<file path="src/hw/rtl/bdtg_pkg.sv">
`timescale 1ns / 1ps

package bdtg_pkg;

  // field widths fixed by the poll and result formats
  localparam int TimeW   = 32;
  localparam int BtnW    = 8;
  localparam int CoordW  = 12;
  localparam int CfgW    = 16;
  localparam int CfgAddrW = 2;
  localparam int InDataW  = 72;
  localparam int OutDataW = 144;

  localparam int NumButtonsDefault = 8;

  // configuration register indexes
  localparam logic [CfgAddrW-1:0] RegDebounce     = 2'd0;
  localparam logic [CfgAddrW-1:0] RegHomeHoldoff  = 2'd1;
  localparam logic [CfgAddrW-1:0] RegReleaseGrace = 2'd2;
  localparam logic [CfgAddrW-1:0] RegSwipeThresh  = 2'd3;

  // configuration reset values
  localparam logic [CfgW-1:0]   DebounceReset     = 16'd5;
  localparam logic [CfgW-1:0]   HomeHoldoffReset  = 16'd300;
  localparam logic [CfgW-1:0]   ReleaseGraceReset = 16'd60;
  localparam logic [CoordW-1:0] SwipeThreshReset  = 12'd30;

  // touch event codes
  localparam logic [1:0] EvNone  = 2'd0;
  localparam logic [1:0] EvTap   = 2'd1;
  localparam logic [1:0] EvSwipe = 2'd2;

  // contact phase codes
  localparam logic [1:0] PhaseIdle  = 2'd0;
  localparam logic [1:0] PhaseStill = 2'd1;
  localparam logic [1:0] PhaseMoved = 2'd2;

  // poll transaction, first field in the lowest bits
  typedef struct packed {
    logic              pad;
    logic              suppress_request;
    logic [2:0]        inject_button;
    logic              inject_valid;
    logic              home_pressed;
    logic [CoordW-1:0] touch_y;
    logic [CoordW-1:0] touch_x;
    logic              touch_valid;
    logic [BtnW-1:0]   raw_buttons;
    logic [TimeW-1:0]  now_ms;
  } poll_t;

  // result transaction, first field in the lowest bits
  typedef struct packed {
    logic [2:0]        pad;
    logic [TimeW-1:0]  button_hold_ms;
    logic [TimeW-1:0]  touch_hold_ms;
    logic [CoordW-1:0] current_y;
    logic [CoordW-1:0] current_x;
    logic [CoordW-1:0] start_y;
    logic [CoordW-1:0] start_x;
    logic [1:0]        touch_phase;
    logic              home_event;
    logic [1:0]        touch_event;
    logic [BtnW-1:0]   held_buttons;
    logic [BtnW-1:0]   released_mask;
    logic [BtnW-1:0]   pressed_mask;
  } result_t;

endpackage

</file>
<file path="src/hw/rtl/button_debounce_touch_gesture.sv">
`timescale 1ns / 1ps

// button debounce, touch tap/swipe classifier and home-key edge detector
//
// poll transactions enter on s_tvalid/s_tready/s_tdata, one result transaction
// per poll leaves on m_tvalid/m_tready/m_tdata, in order
// a poll is captured in an input register, then the whole step (suppress,
// home key, touch, injected one-shot, debounce) is one short pass of compares
// and 12/32-bit subtractions into the result register and the state registers
// throughput: one poll per cycle while m_tready holds, set by the single pass
// between the input and result registers
// when the receiver stalls, the result register holds its transaction, the
// input register still takes one more poll, and s_tready then drops until
// m_tready returns; no poll is lost or repeated
// reset (rst, synchronous) clears all tracking state and loads the register
// defaults: debounce 5 ms, home holdoff 300 ms, release grace 60 ms,
// swipe threshold 30
// configuration writes (cfg_we, cfg_addr, cfg_wdata) take effect at once and
// are meant for idle periods only
module button_debounce_touch_gesture #(
  parameter int NUM_BUTTONS = bdtg_pkg::NumButtonsDefault
) (
  input  logic                                clk,
  input  logic                                rst,
  // poll channel
  input  logic                                s_tvalid,
  output logic                                s_tready,
  // now_ms, raw_buttons, touch_valid, touch_x, touch_y, home_pressed,
  // inject_valid, inject_button, suppress_request
  input  logic [bdtg_pkg::InDataW-1:0]        s_tdata,
  // result channel
  output logic                                m_tvalid,
  input  logic                                m_tready,
  // pressed_mask, released_mask, held_buttons, touch_event, home_event,
  // touch_phase, start_x, start_y, current_x, current_y, touch_hold_ms,
  // button_hold_ms
  output logic [bdtg_pkg::OutDataW-1:0]       m_tdata,
  // configuration write port
  input  logic                                cfg_we,
  input  logic [bdtg_pkg::CfgAddrW-1:0]       cfg_addr,
  input  logic [bdtg_pkg::CfgW-1:0]           cfg_wdata
);

  // buttons that exist; raw bits above them are ignored
  localparam logic [bdtg_pkg::BtnW-1:0] BtnMask =
    bdtg_pkg::BtnW'(((1 << NUM_BUTTONS) - 1) & ((1 << bdtg_pkg::BtnW) - 1));
  localparam logic [4:0] NumButtonsW = 5'(NUM_BUTTONS);

  // configuration registers
  logic [bdtg_pkg::CfgW-1:0]   debounce_ms;
  logic [bdtg_pkg::CfgW-1:0]   home_key_holdoff_ms;
  logic [bdtg_pkg::CfgW-1:0]   release_grace_ms;
  logic [bdtg_pkg::CoordW-1:0] swipe_threshold;

  // input register
  logic            in_valid;
  bdtg_pkg::poll_t in_q;

  // result register
  logic              out_valid;
  bdtg_pkg::result_t out_q;

  // tracking state
  logic [bdtg_pkg::BtnW-1:0]   last_raw, last_raw_next;
  logic [bdtg_pkg::BtnW-1:0]   stable_buttons, stable_buttons_next;
  logic [bdtg_pkg::TimeW-1:0]  last_change_time, last_change_time_next;
  logic [bdtg_pkg::TimeW-1:0]  press_start_time, press_start_time_next;
  logic [bdtg_pkg::TimeW-1:0]  press_finish_time, press_finish_time_next;
  logic                        contact_active, contact_active_next;
  logic                        contact_moved, contact_moved_next;
  logic                        tap_suppressed, tap_suppressed_next;
  logic [bdtg_pkg::CoordW-1:0] start_x, start_x_next, start_y, start_y_next;
  logic [bdtg_pkg::CoordW-1:0] last_x, last_x_next, last_y, last_y_next;
  logic [bdtg_pkg::TimeW-1:0]  contact_seen_time, contact_seen_time_next;
  logic [bdtg_pkg::TimeW-1:0]  contact_start_time, contact_start_time_next;
  logic                        home_held, home_held_next;
  logic [bdtg_pkg::TimeW-1:0]  home_event_time, home_event_time_next;

  // step datapath
  logic                        advance;
  logic [bdtg_pkg::TimeW-1:0]  now;
  logic [bdtg_pkg::BtnW-1:0]   raw;
  logic                        supp_now;
  logic                        home_ev;
  logic [bdtg_pkg::TimeW-1:0]  home_gap, seen_gap, change_gap;
  logic [bdtg_pkg::CoordW-1:0] dx, dy;
  logic [1:0]                  touch_ev;
  logic [bdtg_pkg::BtnW-1:0]   inj_bit;
  logic                        accept_change;
  logic [bdtg_pkg::BtnW-1:0]   pressed, released;
  logic [1:0]                  phase;
  bdtg_pkg::result_t           result;

  // a held poll advances when the result register is empty or its result taken
  assign advance  = in_valid && (!out_valid || m_tready);
  assign s_tready = !in_valid || advance;
  assign m_tvalid = out_valid;
  assign m_tdata  = out_q;

  always_comb begin
    now      = in_q.now_ms;
    raw      = in_q.raw_buttons & BtnMask;
    home_gap = now - home_event_time;
    seen_gap = now - contact_seen_time;
    dx = (in_q.touch_x >= start_x) ? in_q.touch_x - start_x : start_x - in_q.touch_x;
    dy = (in_q.touch_y >= start_y) ? in_q.touch_y - start_y : start_y - in_q.touch_y;

    // suppress counts only while a contact is active
    supp_now = tap_suppressed || (in_q.suppress_request && contact_active);

    // home key: rising level, outside the holdoff window
    home_ev = in_q.home_pressed && !home_held &&
              (home_gap >= {16'h0, home_key_holdoff_ms});
    home_held_next       = in_q.home_pressed;
    home_event_time_next = home_ev ? now : home_event_time;

    // touch contact tracking
    touch_ev                = bdtg_pkg::EvNone;
    contact_active_next     = contact_active;
    contact_moved_next      = contact_moved;
    tap_suppressed_next     = supp_now;
    start_x_next            = start_x;
    start_y_next            = start_y;
    last_x_next             = last_x;
    last_y_next             = last_y;
    contact_seen_time_next  = contact_seen_time;
    contact_start_time_next = contact_start_time;
    if (!in_q.touch_valid) begin
      // contact ends after a gap strictly longer than the grace time
      if (contact_active && (seen_gap > {16'h0, release_grace_ms})) begin
        if (contact_moved) begin
          touch_ev = bdtg_pkg::EvSwipe;
        end else if (!supp_now) begin
          touch_ev = bdtg_pkg::EvTap;
        end
        tap_suppressed_next = 1'b0;
        contact_active_next = 1'b0;
      end
    end else begin
      contact_seen_time_next = now;
      if (!contact_active) begin
        contact_active_next     = 1'b1;
        tap_suppressed_next     = 1'b0;
        contact_moved_next      = 1'b0;
        start_x_next            = in_q.touch_x;
        start_y_next            = in_q.touch_y;
        last_x_next             = in_q.touch_x;
        last_y_next             = in_q.touch_y;
        contact_start_time_next = now;
      end else begin
        last_x_next = in_q.touch_x;
        last_y_next = in_q.touch_y;
        if (dx >= swipe_threshold || dy >= swipe_threshold) begin
          contact_moved_next = 1'b1;
        end
      end
    end

    // injected one-shot, ignored for an index past the last button
    inj_bit = '0;
    if (in_q.inject_valid && ({2'b00, in_q.inject_button} < NumButtonsW)) begin
      inj_bit = (bdtg_pkg::BtnW'(1) << in_q.inject_button) & BtnMask;
    end

    // debounce: a fresh raw change restarts the stable window at zero
    last_raw_next         = raw;
    last_change_time_next = (raw != last_raw) ? now : last_change_time;
    change_gap            = now - last_change_time;
    accept_change = (raw == last_raw) && (change_gap > {16'h0, debounce_ms}) &&
                    (raw != stable_buttons);
    pressed                = inj_bit;
    released               = inj_bit;
    stable_buttons_next    = stable_buttons;
    press_start_time_next  = press_start_time;
    press_finish_time_next = press_finish_time;
    if (accept_change) begin
      pressed  = inj_bit | (raw & ~stable_buttons);
      released = inj_bit | (stable_buttons & ~raw);
      // the injected bit counts when starting a press from all released
      if ((pressed != '0) && (stable_buttons == '0)) begin
        press_start_time_next = now;
      end
      if ((released != '0) && (raw == '0)) begin
        press_finish_time_next = now;
      end
      stable_buttons_next = raw;
    end

    if (!contact_active_next) begin
      phase = bdtg_pkg::PhaseIdle;
    end else if (contact_moved_next) begin
      phase = bdtg_pkg::PhaseMoved;
    end else begin
      phase = bdtg_pkg::PhaseStill;
    end

    result                = '0;
    result.pressed_mask   = pressed;
    result.released_mask  = released;
    result.held_buttons   = stable_buttons_next;
    result.touch_event    = touch_ev;
    result.home_event     = home_ev;
    result.touch_phase    = phase;
    result.start_x        = start_x_next;
    result.start_y        = start_y_next;
    result.current_x      = last_x_next;
    result.current_y      = last_y_next;
    result.touch_hold_ms  = (phase == bdtg_pkg::PhaseStill) ?
                            now - contact_start_time_next : '0;
    result.button_hold_ms = (stable_buttons_next != '0) ?
                            now - press_start_time_next :
                            press_finish_time_next - press_start_time_next;
  end

  // control, configuration and tracking state
  always_ff @(posedge clk) begin
    if (rst) begin
      in_valid            <= 1'b0;
      out_valid           <= 1'b0;
      debounce_ms         <= bdtg_pkg::DebounceReset;
      home_key_holdoff_ms <= bdtg_pkg::HomeHoldoffReset;
      release_grace_ms    <= bdtg_pkg::ReleaseGraceReset;
      swipe_threshold     <= bdtg_pkg::SwipeThreshReset;
      last_raw            <= '0;
      stable_buttons      <= '0;
      last_change_time    <= '0;
      press_start_time    <= '0;
      press_finish_time   <= '0;
      contact_active      <= 1'b0;
      contact_moved       <= 1'b0;
      tap_suppressed      <= 1'b0;
      start_x             <= '0;
      start_y             <= '0;
      last_x              <= '0;
      last_y              <= '0;
      contact_seen_time   <= '0;
      contact_start_time  <= '0;
      home_held           <= 1'b0;
      home_event_time     <= '0;
    end else begin
      if (s_tvalid && s_tready) begin
        in_valid <= 1'b1;
      end else if (advance) begin
        in_valid <= 1'b0;
      end
      if (advance) begin
        out_valid <= 1'b1;
      end else if (m_tready) begin
        out_valid <= 1'b0;
      end
      if (cfg_we) begin
        case (cfg_addr)
          bdtg_pkg::RegDebounce:     debounce_ms         <= cfg_wdata;
          bdtg_pkg::RegHomeHoldoff:  home_key_holdoff_ms <= cfg_wdata;
          bdtg_pkg::RegReleaseGrace: release_grace_ms    <= cfg_wdata;
          bdtg_pkg::RegSwipeThresh:  swipe_threshold     <= cfg_wdata[bdtg_pkg::CoordW-1:0];
          default: ;
        endcase
      end
      if (advance) begin
        last_raw           <= last_raw_next;
        stable_buttons     <= stable_buttons_next;
        last_change_time   <= last_change_time_next;
        press_start_time   <= press_start_time_next;
        press_finish_time  <= press_finish_time_next;
        contact_active     <= contact_active_next;
        contact_moved      <= contact_moved_next;
        tap_suppressed     <= tap_suppressed_next;
        start_x            <= start_x_next;
        start_y            <= start_y_next;
        last_x             <= last_x_next;
        last_y             <= last_y_next;
        contact_seen_time  <= contact_seen_time_next;
        contact_start_time <= contact_start_time_next;
        home_held          <= home_held_next;
        home_event_time    <= home_event_time_next;
      end
    end
  end

  // payload registers
  always_ff @(posedge clk) begin
    if (s_tvalid && s_tready) begin
      in_q <= s_tdata;
    end
    if (advance) begin
      out_q <= result;
    end
  end

  // a tap or swipe is reported only on the poll that ends the contact
  a_event_ends_contact: assert property (@(posedge clk) disable iff (rst)
    (m_tvalid && out_q.touch_event != bdtg_pkg::EvNone) |->
      (out_q.touch_phase == bdtg_pkg::PhaseIdle))
    else $error("touch event reported with a contact still active");

  // hold time is only shown for an unmoved contact
  a_touch_hold_phase: assert property (@(posedge clk) disable iff (rst)
    (m_tvalid && out_q.touch_phase != bdtg_pkg::PhaseStill) |->
      (out_q.touch_hold_ms == '0))
    else $error("touch hold time outside an unmoved contact");

  // nothing reported or held for buttons that do not exist
  a_button_mask: assert property (@(posedge clk) disable iff (rst)
    m_tvalid |-> (((out_q.pressed_mask | out_q.released_mask |
                    out_q.held_buttons) & ~BtnMask) == '0))
    else $error("button bit beyond the configured button count");

  // back-pressure reaches the poll side only with both registers full
  a_stall_only_when_full: assert property (@(posedge clk) disable iff (rst)
    !s_tready |-> (in_valid && out_valid && !m_tready))
    else $error("poll channel stalled with room in the pipeline");

endmodule
</file>
<file path="config.mk">
export PLATFORM = sky130hd
export DESIGN_NAME = button_debounce_touch_gesture
export DESIGN_NICKNAME = d
export VERILOG_FILES = /design/src/hw/rtl/bdtg_pkg.sv /design/src/hw/rtl/button_debounce_touch_gesture.sv
export SDC_FILE = /design/constraint.sdc
export NUM_CORES = 1
export LEC_CHECK = 0
export BUFFER_PORTS_ARGS = -buffer_cell sky130_fd_sc_hd__buf_2
export CORE_AREA = 3 3 199 298
export CTS_BUF_LIST = sky130_fd_sc_hd__clkbuf_8
export CTS_CLUSTER_DIAMETER = 200
export DETAILED_ROUTE_END_ITERATION = 8
export DIE_AREA = 0 0 202 301
export PLACE_DENSITY = 0.79
export SLEW_MARGIN = 20
export SYNTH_ARGS = -nofsm -noshare
export SYNTH_HDL_FRONTEND = slang
export SYNTH_SLANG_ARGS = --single-unit
</file>
<file path="constraint.sdc">
create_clock -name clk -period 7.9 [get_ports clk]
set_input_delay 1.185 -clock clk [delete_from_list [all_inputs] [get_ports clk]]
set_output_delay 1.185 -clock clk [all_outputs]
set_load 0.03 [all_outputs]
</file>
==> impl_metrics.py <==
metrics = {
    "timing": {
        "timing.final.max_slew_violations": 0,
        "fin_crit_ns": 8.36,
        "rsz0062_at_grt": "yes",
        "fin_worst_skew_ns": 0.0244,
        "period_share": 1.06,
        "setup_tns_ns": -4.04,
        "holdWs_ns": 0.451,
        "worst-slew-pin-transition_ns": 1.24,
        "finalHoldViolCount": 0,
        "finalSetupViolCount": 14,
        "max_freq_ghz": 0.120,
        "slew_headroom": 0.175,
        "layout_setup_ws_ns": -0.464,
    },
    "floorplanning": {
        "die_h_um": 301,
        "coreArea_um2": 56900,
        "die-area_um2": 60800,
        "io_pins": 241,
        "start_util": 0.568,
        "fp-row-count": 107,
        "die_w_um": 202,
    },
    "placed_design": {
        "gp_congestion": 0.934,
        "dp_slack_ns": -0.775,
        "place_area_um2": 35100,
        "placedCellCount": 4542,
        "hpwlAfterDp_um": 62900,
        "port_buffers": 236,
    },
    "clocking": {
        "clk_path_buf_depth": 3,
        "cts-root-buf": "clkbuf_8",
        "hold_buffers": 0,
        "path_clk_slew_ns": 0.06,
        "htree_levels": 3,
        "clock_sinks": 534,
        "clock_latency_ns": 0.68,
        "cts_buffers": 84,
        "cts_tree": "yes",
    },
    "pwr": {
        "p_int_mw": 5.37,
        "seqPwrFrac": 0.401,
        "peakVddDrop_v": 0.000162,
        "power_mw": 7.86,
        "p_sw_mw": 2.49,
        "power.density_nw_per_um2": 211,
        "swShare": 0.316,
        "clockPowerShare": 0.321,
        "p_comb_frac": 0.278,
        "cellLeakagePower_nw": 16.3,
    },
    "finish": {
        "layout_commonest_cell": "nand2_1",
        "final_layout_size_suffix_gt1_frac": 0.163,
        "stdcell_count": 4722,
        "layout_common_cells": "362 x nand2_1, 343 x nor2_1, 322 x dfxtp_1",
        "fin_nets": 4275,
        "fin_area_um2": 37300,
        "final_util": 0.655,
        "synthToLayoutAreaGrowth_pct": 15.2,
        "fillers": 4651,
    },
    "critical_path": {
        "crit_slowest_cell": "or4b_4",
        "critical_path.max_stage_delay_ns": 0.53,
        "reg2regPathDepth": 43,
        "critPathArrivalTime_ns": 8.79,
        "reg2reg_from": "now[1]",
        "crit_buf_inv": 3,
        "cp-start-kind": "register",
        "rr_endpoint": "m_tdata[135]",
        "critPathRequiredTime_ns": 8.32,
        "worst-path-max-fanout": 6,
        "worstSetupEndpointType": "register",
        "crit_type": "register to register",
        "r2r_slack_ns": -0.46,
        "crit_family": "compound AO/OA/AOI/OAI gates",
    },
    "logic_synthesis": {
        "synth_seq_cells": 534,
        "synth-async-reset-ratio": 0,
        "synth-edff-count": 212,
        "synth_cell_types": 85,
        "synthCells": 3544,
        "syn_area_per_cell_um2": 9.12,
        "yosys_warnings": 0,
        "syn_area_um2": 32300,
        "ys_seq_area_frac": 0.396,
        "ys.flop_type": "dfxtp_1",
    },
    "routing": {
        "ant_nets": 0,
        "via_count": 27100,
        "vias_per_cell": 5.74,
        "drc_errors": 0,
        "wl_per_cell_um": 18.1,
        "dr.pass1.iters": 7,
        "drt-total-wl_um": 85500,
        "drt_iter0_drc": 1387,
    },
    "status": {
        "violations": "negative setup slack",
        "status": "finished with violations",
    },
    "hold_path": {
        "hp-start": "last_x[2]",
        "hold_end": "last_x[2]",
        "min_path_cells": 2,
        "hold_class": "register to register",
    },
    "global_routing": {
        "grt_pass1_vias": 26900,
        "overflow": 0,
        "grt_max_degree": 217,
        "grt_pass1_wl_um": 135000,
        "antenna_found_initial": 5,
        "grt_usage": 0.274,
    },
    "flow_run": {
        "drv_cap": 0,
    },
}
-- cell type report --
class	count	area [µm²]	area share
multi-input combinational	2582	18100	0.487
sequential	534	12800	0.344
timing repair buffer	402	2490	0.0667
clock buffer	101	1390	0.0373
inverter	278	1050	0.0282
tap	763	955	0.0256
clock inverter	57	430	0.0115
antenna	5	12.5	0.000336
-- flip-flops by register name, summed over array words and instances, names as in the netlist, 30 cells and up --
signal,count
last_change_time,32
m_tdata,141
contact_seen_time,32
contact_start_time,32
home_event_time,32
now,32
in_q,30
press_start_time,32
press_finish_time,32
-- cell families (layout without fill, tap and decap cells) --
kind of cell,Yosys count,count (layout),synth area share
AND/OR/NAND/NOR,1035,1035,0.145
multiplexers,262,262,0.0835
AO/OA/AOI/OAI,854,854,0.170
buffers and inverters,430,838,0.0527
XOR/XNOR,130,130,0.0352
flip-flops,534,534,0.396
other,1,8,0.000116
adder cells (fa/ha/maj),298,298,0.117
-- worst reg2reg max path, delay by kind of cell, from the launching register on --
family | cells | cell delay, ns
and+or+nand+nor | 18 | 2.73
xor gates and xnor gates | 2 | 0.22
DFF | 1 | 0.39
adders and majority gates | 4 | 0.96
muxes | 1 | 0.23
buffers and inverters | 3 | 0.44
AOI/OAI and AO/OA | 15 | 3.18
-- power by group through the flow --
| stage | Clock (mW) | Sequential (mW) | Combinational, mW |
|---|---|---|---|
| final | 2.52 | 3.15 | 2.19 |
| after global routing | 2.70 | 3.16 | 2.40 |
| after CTS | 2.58 | 3.15 | 2.14 |
| after detailed placement | 0 | 3.20 | 2.09 |
| after global placement | 0 | 3.20 | 2.05 |
| after floorplan | 0 | 3.31 | 1.34 |
-- layer usage --
metal	part of all wire	GRT usage	wire [µm]	vias up
met2	0.52	0.514	44600	760
met3	0.044	0.0363	3760	240
li1	-	-	-	13200
met5	0	0	0	-
met1	0.39	0.302	33100	12800
met4	0.048	0.135	4090	0
-- cell usage after synthesis, types with 7 or more instances --
cell | instances | area share
nand4_1 | 26 | 0.0050
buf_6 | 8 | 0.0028
nand2b_1 | 37 | 0.0072
dfxtp_1 | 322 | 0.20
nand3_1 | 38 | 0.0059
o21ai_0 | 148 | 0.023
inv_1 | 277 | 0.032
mux2_1 | 14 | 0.0049
or3_1 | 14 | 0.0027
o31ai_1 | 14 | 0.0033
edfxtp_1 | 212 | 0.20
and4_1 | 10 | 0.0027
ha_1 | 289 | 0.11
nor2_1 | 346 | 0.040
mux2_2 | 49 | 0.017
a21oi_1 | 274 | 0.042
o211ai_1 | 17 | 0.0039
o2111ai_1 | 10 | 0.0027
clkbuf_1 | 125 | 0.015
xor2_1 | 52 | 0.014
xnor2_1 | 78 | 0.021
o21a_1 | 36 | 0.0084
nor4_1 | 27 | 0.0052
nor3_1 | 56 | 0.0087
o31a_1 | 9 | 0.0024
a211o_1 | 7 | 0.0019
nand2_1 | 365 | 0.042
nor2b_1 | 35 | 0.0068
nor3b_1 | 12 | 0.0028
a21o_1 | 111 | 0.026
a21boi_0 | 11 | 0.0026
buf_1 | 8 | 0.00093
and2_1 | 12 | 0.0023
mux2i_1 | 199 | 0.062
nand3b_1 | 8 | 0.0019
o21bai_1 | 26 | 0.0060
fa_1 | 9 | 0.0056
and3_1 | 24 | 0.0046
a31oi_1 | 17 | 0.0033
a211oi_1 | 105 | 0.024
-- what timing repair did --
action	CTS	global route
setup endpoints to repair	16	23
pin swaps	21	17
resized for setup	20	20
buffers inserted	14	5
cloned	0	0
-- worst max path at each step --
stage	start	depth (start not counted)	to
floorplan	now[1]	41	m_tdata[140]
global placement	now[1]	42	m_tdata[140]
detailed placement	now[1]	42	m_tdata[140]
CTS	now[1]	42	m_tdata[140]
global route	now[1]	42	m_tdata[140]
finish	now[1]	43	m_tdata[135]
Power figures use the tool's default switching activity.
